--- src/rtl/core/trs_pkg.sv ---
// shared types and constants for the telemetry ring summary block
package trs_pkg;

	localparam int DATA_W    = 16;
	localparam int PAYLOAD_W = 32;
	localparam int CNT_W     = 5;
	localparam int SUM_W     = 20;

	typedef enum logic [1:0] {
		KIND_EMPTY = 2'd0,
		KIND_SAT   = 2'd1,
		KIND_EXP   = 2'd2,
		KIND_RSVD  = 2'd3
	} kind_t;

	typedef enum logic [1:0] {
		ACT_STORE_SAT = 2'd0,
		ACT_STORE_EXP = 2'd1,
		ACT_SUMMARY   = 2'd2,
		ACT_NONE      = 2'd3
	} action_t;

	typedef enum logic [1:0] {
		ST_IDLE,
		ST_WALK,
		ST_DRAIN,
		ST_REPORT
	} state_t;

	typedef struct packed {
		kind_t                 kind;
		logic [PAYLOAD_W-1:0]  payload;
	} slot_t;

	typedef struct packed {
		logic clear;
		logic en;
	} acc_ctl_t;

	// start values of the running extremes
	localparam logic signed [DATA_W-1:0] TEMP_MAX_START = -16'sd800;
	localparam logic signed [DATA_W-1:0] TEMP_MIN_START = 16'sd3392;
	localparam logic [DATA_W-1:0]        VOLT_MAX_START = 16'd0;
	localparam logic [DATA_W-1:0]        VOLT_MIN_START = 16'd25600;

endpackage

--- src/rtl/core/trs_accum.sv ---
// running counts, sums and extremes over the slots read from the ring
module trs_accum (
	input  logic                                 clk,
	input  trs_pkg::acc_ctl_t                    ctl,
	input  trs_pkg::kind_t                       kind,
	input  logic [trs_pkg::PAYLOAD_W-1:0]        payload,
	output logic [trs_pkg::CNT_W-1:0]            satellite_records,
	output logic [trs_pkg::CNT_W-1:0]            experiment_records,
	output logic [trs_pkg::SUM_W-1:0]            radiation_total,
	output logic [trs_pkg::SUM_W-1:0]            latchup_total,
	output logic signed [trs_pkg::DATA_W-1:0]    highest_temperature,
	output logic signed [trs_pkg::DATA_W-1:0]    lowest_temperature,
	output logic [trs_pkg::DATA_W-1:0]           highest_voltage,
	output logic [trs_pkg::DATA_W-1:0]           lowest_voltage
);

	logic [trs_pkg::CNT_W-1:0]         nsat_q, nexp_q;
	logic [trs_pkg::SUM_W-1:0]         rad_q, lat_q;
	logic signed [trs_pkg::DATA_W-1:0] tmax_q, tmin_q;
	logic [trs_pkg::DATA_W-1:0]        vmax_q, vmin_q;

	logic signed [trs_pkg::DATA_W-1:0] temp;
	logic [trs_pkg::DATA_W-1:0]        volt;
	logic [trs_pkg::DATA_W-1:0]        lo_cnt, hi_cnt;
	logic                              is_sat, is_exp;

	assign temp   = signed'(payload[trs_pkg::DATA_W-1:0]);
	assign volt   = payload[trs_pkg::PAYLOAD_W-1:trs_pkg::DATA_W];
	assign lo_cnt = payload[trs_pkg::DATA_W-1:0];
	assign hi_cnt = payload[trs_pkg::PAYLOAD_W-1:trs_pkg::DATA_W];
	assign is_sat = ctl.en && (kind == trs_pkg::KIND_SAT);
	assign is_exp = ctl.en && (kind == trs_pkg::KIND_EXP);

	always_ff @(posedge clk) begin
		if (ctl.clear) begin
			nsat_q <= '0;
			nexp_q <= '0;
			rad_q  <= '0;
			lat_q  <= '0;
			tmax_q <= trs_pkg::TEMP_MAX_START;
			tmin_q <= trs_pkg::TEMP_MIN_START;
			vmax_q <= trs_pkg::VOLT_MAX_START;
			vmin_q <= trs_pkg::VOLT_MIN_START;
		end else begin
			if (is_sat) begin
				nsat_q <= nsat_q + trs_pkg::CNT_W'(1);
				if (tmax_q < temp) tmax_q <= temp;
				if (tmin_q > temp) tmin_q <= temp;
				if (vmax_q < volt) vmax_q <= volt;
				if (vmin_q > volt) vmin_q <= volt;
			end
			if (is_exp) begin
				nexp_q <= nexp_q + trs_pkg::CNT_W'(1);
				rad_q  <= rad_q + trs_pkg::SUM_W'(lo_cnt);
				lat_q  <= lat_q + trs_pkg::SUM_W'(hi_cnt);
			end
		end
	end

	assign satellite_records   = nsat_q;
	assign experiment_records  = nexp_q;
	assign radiation_total     = rad_q;
	assign latchup_total       = lat_q;
	assign highest_temperature = tmax_q;
	assign lowest_temperature  = tmin_q;
	assign highest_voltage     = vmax_q;
	assign lowest_voltage      = vmin_q;

endmodule

--- src/rtl/core/telemetry_ring_summary.sv ---
// top level: ring of tagged telemetry records with a summary walk
//
// An item is taken at a rising edge with start high and busy low. action
// selects a store of a satellite record (temperature, voltage), a store of
// an experiment record (radiation and latch-up counts), or a summary; the
// fourth code is taken and ignored.
// A store writes the slot at the write pointer and advances the pointer with
// wrap; busy stays low, so stores can come every cycle outside a summary walk.
// A summary walks the ring through the single read port of the slot
// memory, one slot per cycle; the registered read and the last
// accumulate then finish in a drain state with busy still high. The result
// is shown with done high for one cycle, in the state after the drain; a
// new item may be taken in that same cycle.
// The receiver cannot stall: done lasts exactly one cycle.
// Reset clears the write pointer and the per-slot valid bits, so every slot
// reads as empty; no clearing pass is needed.
module telemetry_ring_summary #(
	parameter int RING_DEPTH = 8
) (
	input  logic                              clk,
	input  logic                              arst_n,
	input  logic                              start,
	output logic                              busy,
	input  logic [1:0]                        action,
	input  logic signed [trs_pkg::DATA_W-1:0] temperature,
	input  logic [trs_pkg::DATA_W-1:0]        voltage,
	input  logic [trs_pkg::DATA_W-1:0]        radiation_count,
	input  logic [trs_pkg::DATA_W-1:0]        latchup_count,
	output logic                              done,
	output logic [trs_pkg::CNT_W-1:0]         satellite_records,
	output logic [trs_pkg::CNT_W-1:0]         experiment_records,
	output logic [trs_pkg::SUM_W-1:0]         radiation_total,
	output logic [trs_pkg::SUM_W-1:0]         latchup_total,
	output logic signed [trs_pkg::DATA_W-1:0] highest_temperature,
	output logic signed [trs_pkg::DATA_W-1:0] lowest_temperature,
	output logic [trs_pkg::DATA_W-1:0]        highest_voltage,
	output logic [trs_pkg::DATA_W-1:0]        lowest_voltage
);

	localparam int IDX_W = $clog2(RING_DEPTH);
	localparam logic [IDX_W-1:0] LAST_IDX = IDX_W'(RING_DEPTH - 1);

	trs_pkg::slot_t    ring_mem_q [RING_DEPTH];
	logic [RING_DEPTH-1:0] slot_vld_q;
	logic [IDX_W-1:0]  wp_q;
	logic [IDX_W-1:0]  rd_idx_q;

	trs_pkg::state_t   state_q, state_d;
	trs_pkg::action_t  act;
	trs_pkg::acc_ctl_t acc_ctl;
	trs_pkg::slot_t    wr_slot;
	trs_pkg::slot_t    rd_slot_s1;
	trs_pkg::kind_t    rd_kind;
	logic              rd_vld_s1;
	logic              rd_en_s1;
	logic              rd_en;
	logic              accept;
	logic              do_store;
	logic              go_walk;

	assign act      = trs_pkg::action_t'(action);
	assign accept   = start && !busy;
	assign do_store = accept
		&& (act == trs_pkg::ACT_STORE_SAT || act == trs_pkg::ACT_STORE_EXP);
	assign go_walk  = accept && (act == trs_pkg::ACT_SUMMARY);

	always_comb begin
		wr_slot = '0;
		if (act == trs_pkg::ACT_STORE_SAT) begin
			wr_slot.kind    = trs_pkg::KIND_SAT;
			wr_slot.payload = {voltage, temperature};
		end else begin
			wr_slot.kind    = trs_pkg::KIND_EXP;
			wr_slot.payload = {latchup_count, radiation_count};
		end
	end

	// slot memory: one write port for stores, one registered read port for the walk
	always_ff @(posedge clk) begin
		if (do_store) ring_mem_q[wp_q] <= wr_slot;
		if (rd_en) rd_slot_s1 <= ring_mem_q[rd_idx_q];
	end

	always_ff @(posedge clk or negedge arst_n) begin
		if (!arst_n) begin
			slot_vld_q <= '0;
			wp_q       <= '0;
			rd_idx_q   <= '0;
			rd_en_s1   <= 1'b0;
			rd_vld_s1  <= 1'b0;
			state_q    <= trs_pkg::ST_IDLE;
		end else begin
			state_q  <= state_d;
			rd_en_s1 <= rd_en;
			if (rd_en) rd_vld_s1 <= slot_vld_q[rd_idx_q];
			if (do_store) begin
				slot_vld_q[wp_q] <= 1'b1;
				wp_q <= (wp_q == LAST_IDX) ? '0 : wp_q + IDX_W'(1);
			end
			if (go_walk) begin
				rd_idx_q <= '0;
			end else if (rd_en) begin
				rd_idx_q <= rd_idx_q + IDX_W'(1);
			end
		end
	end

	// next state
	always_comb begin
		state_d = state_q;
		unique case (state_q)
			trs_pkg::ST_IDLE:   if (go_walk) state_d = trs_pkg::ST_WALK;
			trs_pkg::ST_WALK:   if (rd_idx_q == LAST_IDX) state_d = trs_pkg::ST_DRAIN;
			trs_pkg::ST_DRAIN:  state_d = trs_pkg::ST_REPORT;
			trs_pkg::ST_REPORT: state_d = go_walk ? trs_pkg::ST_WALK : trs_pkg::ST_IDLE;
			default:            state_d = trs_pkg::ST_IDLE;
		endcase
	end

	// outputs of the sequencer
	always_comb begin
		busy = 1'b0;
		done = 1'b0;
		rd_en = 1'b0;
		unique case (state_q)
			trs_pkg::ST_IDLE:   ;
			trs_pkg::ST_WALK: begin
				busy  = 1'b1;
				rd_en = 1'b1;
			end
			trs_pkg::ST_DRAIN:  busy = 1'b1;
			trs_pkg::ST_REPORT: done = 1'b1;
			default:            ;
		endcase
	end

	// a slot never written reads as empty
	assign rd_kind       = rd_vld_s1 ? rd_slot_s1.kind : trs_pkg::KIND_EMPTY;
	assign acc_ctl.clear = go_walk;
	assign acc_ctl.en    = rd_en_s1;

	trs_accum u_accum (
		.clk                 (clk),
		.ctl                 (acc_ctl),
		.kind                (rd_kind),
		.payload             (rd_slot_s1.payload),
		.satellite_records   (satellite_records),
		.experiment_records  (experiment_records),
		.radiation_total     (radiation_total),
		.latchup_total       (latchup_total),
		.highest_temperature (highest_temperature),
		.lowest_temperature  (lowest_temperature),
		.highest_voltage     (highest_voltage),
		.lowest_voltage      (lowest_voltage)
	);

endmodule

--- config.mk ---
export PLATFORM = sky130hd
export DESIGN_NAME = telemetry_ring_summary
export DESIGN_NICKNAME = d
export VERILOG_FILES = /design/src/rtl/core/trs_pkg.sv /design/src/rtl/core/trs_accum.sv /design/src/rtl/core/telemetry_ring_summary.sv
export SDC_FILE = /design/constraint.sdc
export NUM_CORES = 1
export LEC_CHECK = 0
export ABC_AREA = 0
export BUFFER_PORTS_ARGS = -buffer_cell sky130_fd_sc_hd__buf_2
export CAP_MARGIN = 20
export CORE_ASPECT_RATIO = 0.7
export CORE_MARGIN = 1
export CORE_UTILIZATION = 50
export CTS_CLUSTER_DIAMETER = 200
export DETAILED_ROUTE_END_ITERATION = 6
export HOLD_SLACK_MARGIN = 0.06
export PLACE_DENSITY = 0.75
export SYNTH_ARGS = -nofsm -noshare
export SYNTH_HDL_FRONTEND = slang
export SYNTH_SLANG_ARGS = --single-unit
--- constraint.sdc ---
create_clock -name clk -period 5.65 [get_ports clk]
set_clock_uncertainty 0.2 [all_clocks]
set_input_delay 0 -clock clk [delete_from_list [all_inputs] [get_ports clk]]
set_output_delay 0 -clock clk [all_outputs]
set_load 0.01 [all_outputs]
==> flow_summary.toml, run 1 <==
[setup_path]
arrival_ns = 3.10
critPathMaxFanout = 35
critPathSlowestCell = "nor3b_1"
start_kind = "register"
cp-startpoint = "state_q[0]"
endpoint_kind = "register"
worstPathCellList = "inv_1 -> ha_1 -> nor3b_1 -> nand2_1 -> nor3_2 -> buf_4"
r2r_start = "state_q[0]"
path_class = "reg2reg"
r2r_slack_ns = 2.53
critical_path_required_ns = 5.63
slowest_delay_ns = 0.65

[die]
fp-row-count = 60
dieArea_um2 = 40000
die_x_um = 239
core_area_um2 = 38500
die_h_um = 168
ioPinCount = 185
start_util_pct = 50.8

[yosys]
ys.flop_type = "edfxtp_1"
synth_edf_count = 306
synth_top_area_share_pct = 46.9
ys_ff_latch = 438
ys_seq_area_share_pct = 60.9
synth.avg_cell_area_um2 = 14.0
async_reset_ff_share_pct = 4.11
ys_warn_count = 0
yosys.area.top_type = "edfxtp_1"
synth_cells = 1398
yosysMostFrequentCell = "edfxtp_1"
synthTopCellsByArea = "edfxtp_1 (47%), dfxtp_1 (12%), mux4_2 (8.1%), ha_1 (6.6%), mux2_2 (3.9%)"
synth_cell_types = 71
synth_common_cells = "edfxtp_1 (306), dfxtp_1 (114), nand2_1 (110), ha_1 (104), a21oi_1 (74)"
syn_area_um2 = 19600
synthesis.nets = 1573

[pwr]
combPwrFrac_pct = 37.3
switching_share_pct = 35.5
p_sw_uw = 4250
power.internal_uw = 7720
leakage_uw = 0.00905
p_per_area_nw_per_um2 = 515
p_clk_share_pct = 23.7
sequentialPowerShare_pct = 39.0
ir_worst_vdd_v = 0.000291

[detailed_routing]
ant_nets = 0
drcViolationCount = 0
vias = 12600
vias_per_cell = 5.71
first_iter_violations = 1153
first_pass_iters = 6
routed_wl_mm = 45.2
wl_per_cell_um = 20.4

[clock_tree]
ctsResizeCount = 0
clockBufferDepth = 3
clock_latency_ns = 0.55
ctsRootBufferMaster = "clkbuf_16"
clk_pin_slew_ns = 0.07
htreeDepth = 2
cts_made_buffers = 42
cts_tree = "yes"
cts.sinks = 438

[placement]
portBuffers = 184
hpwl_mm = 29.2
place_worst_setup_slack_ns = 2.42
gp_congestion = 0.863

[finish]
antennaDiodeCount = 0
drive_gt1_share_pct = 26.6
layout.nets = 1826
syn_to_final_growth_pct = 18.7

[global_route]
grt_pass1_wl_mm = 70.1
antenna_found_initial = 1
grt_start_max_net_pins = 54
track_usage_pct = 22.7
grt_pass1_vias = 12300
overflow = 0

[flow_run]
cap_viol_max_count = 0

[sta]
timing.final.ws_setup_ns = 2.53
drv_slew = 0
timing_worst_slew_pin_value_ns = 1.02
layout_min_cycle_time_ns = 3.12
maxSlewHeadroom_pct = 32.2
hold_violations = 0
rsz0062_at_grt = "false"
layout_worst_path_cycle_share_pct = 55.2
setup_violations = 0
timing.fmax_mhz = 321
final.setup.tns_ns = 0

[hold_path]
hold_path.class = "reg2reg"
worstHoldStart = "slot_vld_q[4]"

[outcome]
status = "completed"
-- metrics by stage --
stage	hold WS (ns)	cells	power (uW)	cell area [um2]	util, %
3_3_place_gp	-0.199	2062	8950	21100	54.8
3_5_place_dp	-0.191	2062	9090	21100	54.8
6_report	0.268	2212	12000	23200	60.3
4_1_cts	0.269	2210	12000	23200	60.2
5_1_grt	0.283	2212	12700	23200	60.3
2_1_floorplan	-0.496	1398	7730	19600	-
-- cell usage in the layout (no fill, tap or decap), types with 6 or more instances in the layout --
master	netlist	routed
a211oi_1	12	12
a21o_1	19	19
a21oi_1	74	74
a31oi_1	12	11
buf_2	14	184
buf_4	2	19
clkbuf_1	39	6
clkbuf_16	0	44
clkinv_2	0	15
dfrtp_1	18	16
dfxtp_1	114	114
dlygate4sd3_1	0	70
edfxtp_1	306	306
ha_1	104	103
inv_1	45	45
mux2_2	68	68
mux2i_1	19	19
mux4_2	70	70
nand2_1	110	110
nand2b_1	7	7
nand3_1	44	44
nand4_1	16	16
nor2_1	70	63
nor2_2	0	6
nor3_1	13	11
o211ai_1	18	18
o21a_1	8	8
o21ai_0	45	45
o31ai_1	24	24
or2_2	8	8
xnor2_1	16	16
xor2_1	15	15
-- layer usage --
layer / share of wire, % / GRT usage (%)
met1: 47 / 34.1
met3: 6.6 / 4.02
met2: 45 / 35.0
met5: 0.029 / 0
met4: 1.2 / 3.90
-- power groups by stage --
stage | registers [uW] | clock network, uW | logic (uW)
final | 4670 | 2840 | 4460
after global routing | 4730 | 3000 | 4930
after CTS | 4670 | 2880 | 4460
after detailed placement | 4730 | 0 | 4360
after global placement | 4700 | 0 | 4250
after floorplan | 4610 | 0 | 3130
-- kinds of logic (layout without fill, tap and decap cells) --
logic type | count (synthesis) | in the layout | synth area share [%]
XOR/XNOR | 31 | 31 | 1.39
AO/OA/AOI/OAI | 248 | 248 | 8.19
flip-flops | 438 | 438 | 60.9
buffers and inverters | 111 | 398 | 2.29
AND/OR/NAND/NOR | 307 | 307 | 7.46
multiplexers | 157 | 157 | 12.9
adder cells (fa/ha/maj) | 106 | 106 | 6.85
-- what timing repair did --
action,in CTS,in global routing
setup buffers,0,0
hold buffers,70,0
endpoints found under the hold margin,354,0
-- worst max-delay path: cells and delay by family (launching register included) --
| family | cells | cell delay, ns |
|---|---|---|
| adders and majority gates | 1 | 0.39 |
| buffers and inverters | 2 | 0.59 |
| DFF | 1 | 0.42 |
| and+or+nand+nor | 3 | 1.11 |
-- layout make-up --
class / instances / area [um2]
Fill cell: 2943 / 15300
Sequential cell: 438 / 11900
Multi-Input combinational cell: 849 / 7280
Timing Repair Buffer: 275 / 1800
Clock buffer: 55 / 1180
Tap cell: 527 / 659
Clock inverter: 23 / 209
Inverter: 45 / 169
-- state kept, by name, summed over array words and instances (netlist names), 5 cells and up --
signal	count
u_accum.satellite_records	5
u_accum.lowest_voltage	16
rd_slot_s1	34
u_accum.radiation_total	20
ring_mem_q	272
u_accum.latchup_total	20
u_accum.experiment_records	5
u_accum.highest_voltage	16
u_accum.highest_temperature	16
u_accum.lowest_temperature	16
slot_vld_q	8
-- final timing paths --
kind | depth (start not counted) | endpoint
setup / recovery | 6 | ring_mem_q[1][28]
hold / removal | 1 | slot_vld_q[4]
setup reg to reg | 6 | ring_mem_q[1][28]
hold reg to reg | 1 | slot_vld_q[4]
max in group asynchronous | 4 | rd_idx_q[0]
min in group asynchronous | 3 | slot_vld_q[4]
No activity file was read; power rests on OpenSTA's default activity.
==> run 2, diff against run 1 <==
ABC_AREA = 1   (was 0)
PLACE_DENSITY = 0.78   (was 0.75)
clock period = 2.83 ns   (was 5.65 ns; I/O delays follow)
==> flow_summary.toml, run 2 <==
[outcome]
status = "completed"

[setup_path]
critPathMaxFanout = 4
critical_path_required_ns = 3.08
path_class = "reg2reg"
reg2reg_depth = 12
endpoint_kind = "register"
worstPathCellList = "ha_1 -> fa_1 -> nand2_1 -> nand3_1 -> o21ai_1 -> o21ai_1 -> nand2_1 -> nand2_1 -> nand2_1 -> nand2_1 -> a21oi_1 -> nor2_1"
start_kind = "register"
critPathSlowestCell = "edfxtp_1"
arrival_ns = 2.90
crit_buf_inv = 0
cpMostUsedCell = "nand2_1"
slowest_delay_ns = 0.54
cp.depth = 12
critical_path.top_delay_family = "adder cells"

[global_route]
use_met2_pct = 39.1
grt_util_met3_pct = 4.24
antenna_found_initial = 4
overflow = 0
grt_busiest_layer = "met2"
grt_pass1_wl_mm = 79.8
track_usage_pct = 24.4
met1_usage_pct = 34.3
grt_pass1_vias = 15000
grt_start_max_net_pins = 85

[yosys]
synthTopCellsByArea = "edfxtp_1 (45%), dfxtp_1 (11%), nor2_1 (7.5%), ha_1 (6.4%), nand2_1 (6.1%)"
synth_top_area_share_pct = 45.1
ys.flop_type = "edfxtp_1"
ys_warn_count = 0
ys_seq_area_share_pct = 58.5
synth_edf_count = 306
synth.avg_cell_area_um2 = 9.58
async_reset_ff_share_pct = 4.11
synth_common_cells = "nor2_1 (405), nand2_1 (330), edfxtp_1 (306), o21ai_0 (183), inv_1 (140)"
synthesis.nets = 2302
synth_cells = 2127
syn_area_um2 = 20400
yosys.area.top_type = "edfxtp_1"
yosysMostFrequentCell = "nor2_1"
synth_cell_types = 45
ys_ff_latch = 438

[finish]
fin_cells = 2935
regMostFlops = "ring_mem_q"
mostFrequentLayoutCell = "nor2_1"
multi_input_area_um2 = 7590
fillers = 3152
largest_register_ff_count = 272
syn_to_final_growth_pct = 18.7
layout.nets = 2541
seqCellArea_um2 = 11900
stdcell_area_um2 = 24200
final_cell_mix = "nor2_1 (395), nand2_1 (329), edfxtp_1 (306)"
reg.largest.list = "ring_mem_q x272, rd_slot_s1 x34"
drive_gt1_share_pct = 13.8

[placement]
gp_congestion = 0.954
placed_area_um2 = 22100
portBuffers = 184
dp_cells = 2786
hpwl_mm = 33.3

[sta]
layout_worst_path_cycle_share_pct = 93.8
layout_min_cycle_time_ns = 2.65
holdWs_ns = 0.239
timing.fmax_mhz = 377
drv_slew = 0
maxSlewHeadroom_pct = 39.8
final.setup.tns_ns = 0
hold_violations = 0
setup_violations = 0
timing_worst_slew_pin_value_ns = 0.900
rsz0062_at_grt = "false"

[clock_tree]
htreeDepth = 2
clk_pin_slew_ns = 0.06
cts_made_buffers = 42
ctsRootBufferMaster = "clkbuf_16"
cts_setup_buffers = 0
clock_latency_ns = 0.55
cts.sinks = 438
cts_tree = "yes"
clockBufferDepth = 3

[detailed_routing]
ant_nets = 0
vias_per_cell = 5.50
vias = 16100
routed_wl_mm = 51.3
first_iter_violations = 1492
drcViolationCount = 0
wl_per_cell_um = 17.5
first_pass_iters = 6

[die]
ioPinCount = 185
dieArea_um2 = 41600
start_util_pct = 51.1
fp-row-count = 61
die_h_um = 171
die_x_um = 243
core_area_um2 = 39900

[flow_run]
cap_viol_max_count = 0

[pwr]
p_per_area_nw_per_um2 = 1020
ir_worst_vdd_v = 0.000519
leakage_uw = 0.0102

[hold_path]
hold_depth = 4
hold_path.class = "in2reg"
run 2: path summary, 6_finish.rpt:
path                                      from                          end  slack (ns)
min in group asynchronous               arst_n                   state_q[1]        0.45
max in group asynchronous               arst_n                  rd_idx_q[0]        1.33
worst max register to register   rd_slot_s1[0]  u_accum.radiation_total[18]        0.18
worst min register to register   slot_vld_q[1]                slot_vld_q[1]        0.27
worst max-delay path             rd_slot_s1[0]  u_accum.radiation_total[18]        0.18
worst min-delay path            temperature[6]             ring_mem_q[7][6]        0.24
run 2: cell type report:
type / count / share of cell area [%]
flip-flops and latches: 438 / 49.3
multi-input cells: 1441 / 31.4
repair buffers: 291 / 8.59
clock buffers: 56 / 4.56
well taps: 535 / 2.77
inverters: 152 / 2.36
clock inverters: 21 / 1.02
diodes: 1 / 0.0103
run 2: timing repair:
item,in CTS,in global routing
setup endpoints to repair,0,10
resized for setup,0,2
hold buffers,70,0
endpoints found under the hold margin,339,0
run 2: report_power, final:
group | internal (uW) | leakage, uW | switching (uW) | total (uW)
combinational | 3460 | 0.00565 | 6400 | 9860
sequential | 8200 | 0.00391 | 955 | 9160
clock | 3220 | 0.000654 | 2390 | 5610
total | 14900 | 0.0102 | 9740 | 24600
run 2: cell families after synthesis:
logic type / after synthesis / share of synthesized area, %
flops: 438 / 58.5
compound gates: 405 / 10.9
buf+inv: 248 / 4.74
simple gates: 909 / 18.4
fa+ha+maj: 106 / 6.58
xor+xnor: 21 / 0.902
run 2: worst min-delay path, delay by kind of cell:
family | cells | cell delay [ns]
buffers and inverters | 2 | 0.74
AND/OR/NAND/NOR | 2 | 0.09
run 2: per-stage QoR:
stage	power [uW]	worst slack (ns)	utilization, %
6_report	24600	0.176	60.6
2_1_floorplan	15500	-0.461	-
3_5_place_dp	18800	0.0983	55.4
5_1_grt	26200	0.000877	60.6
3_3_place_gp	18400	0.221	55.4
4_1_cts	24600	0.0795	60.5
run 2: metal layers:
layer / routed length, um / vias to the layer above
met2: 23500 / 632
met4: 890 / 0
met5: 0 / -
li1: - / 7802
met1: 22900 / 7629
met3: 4050 / 86
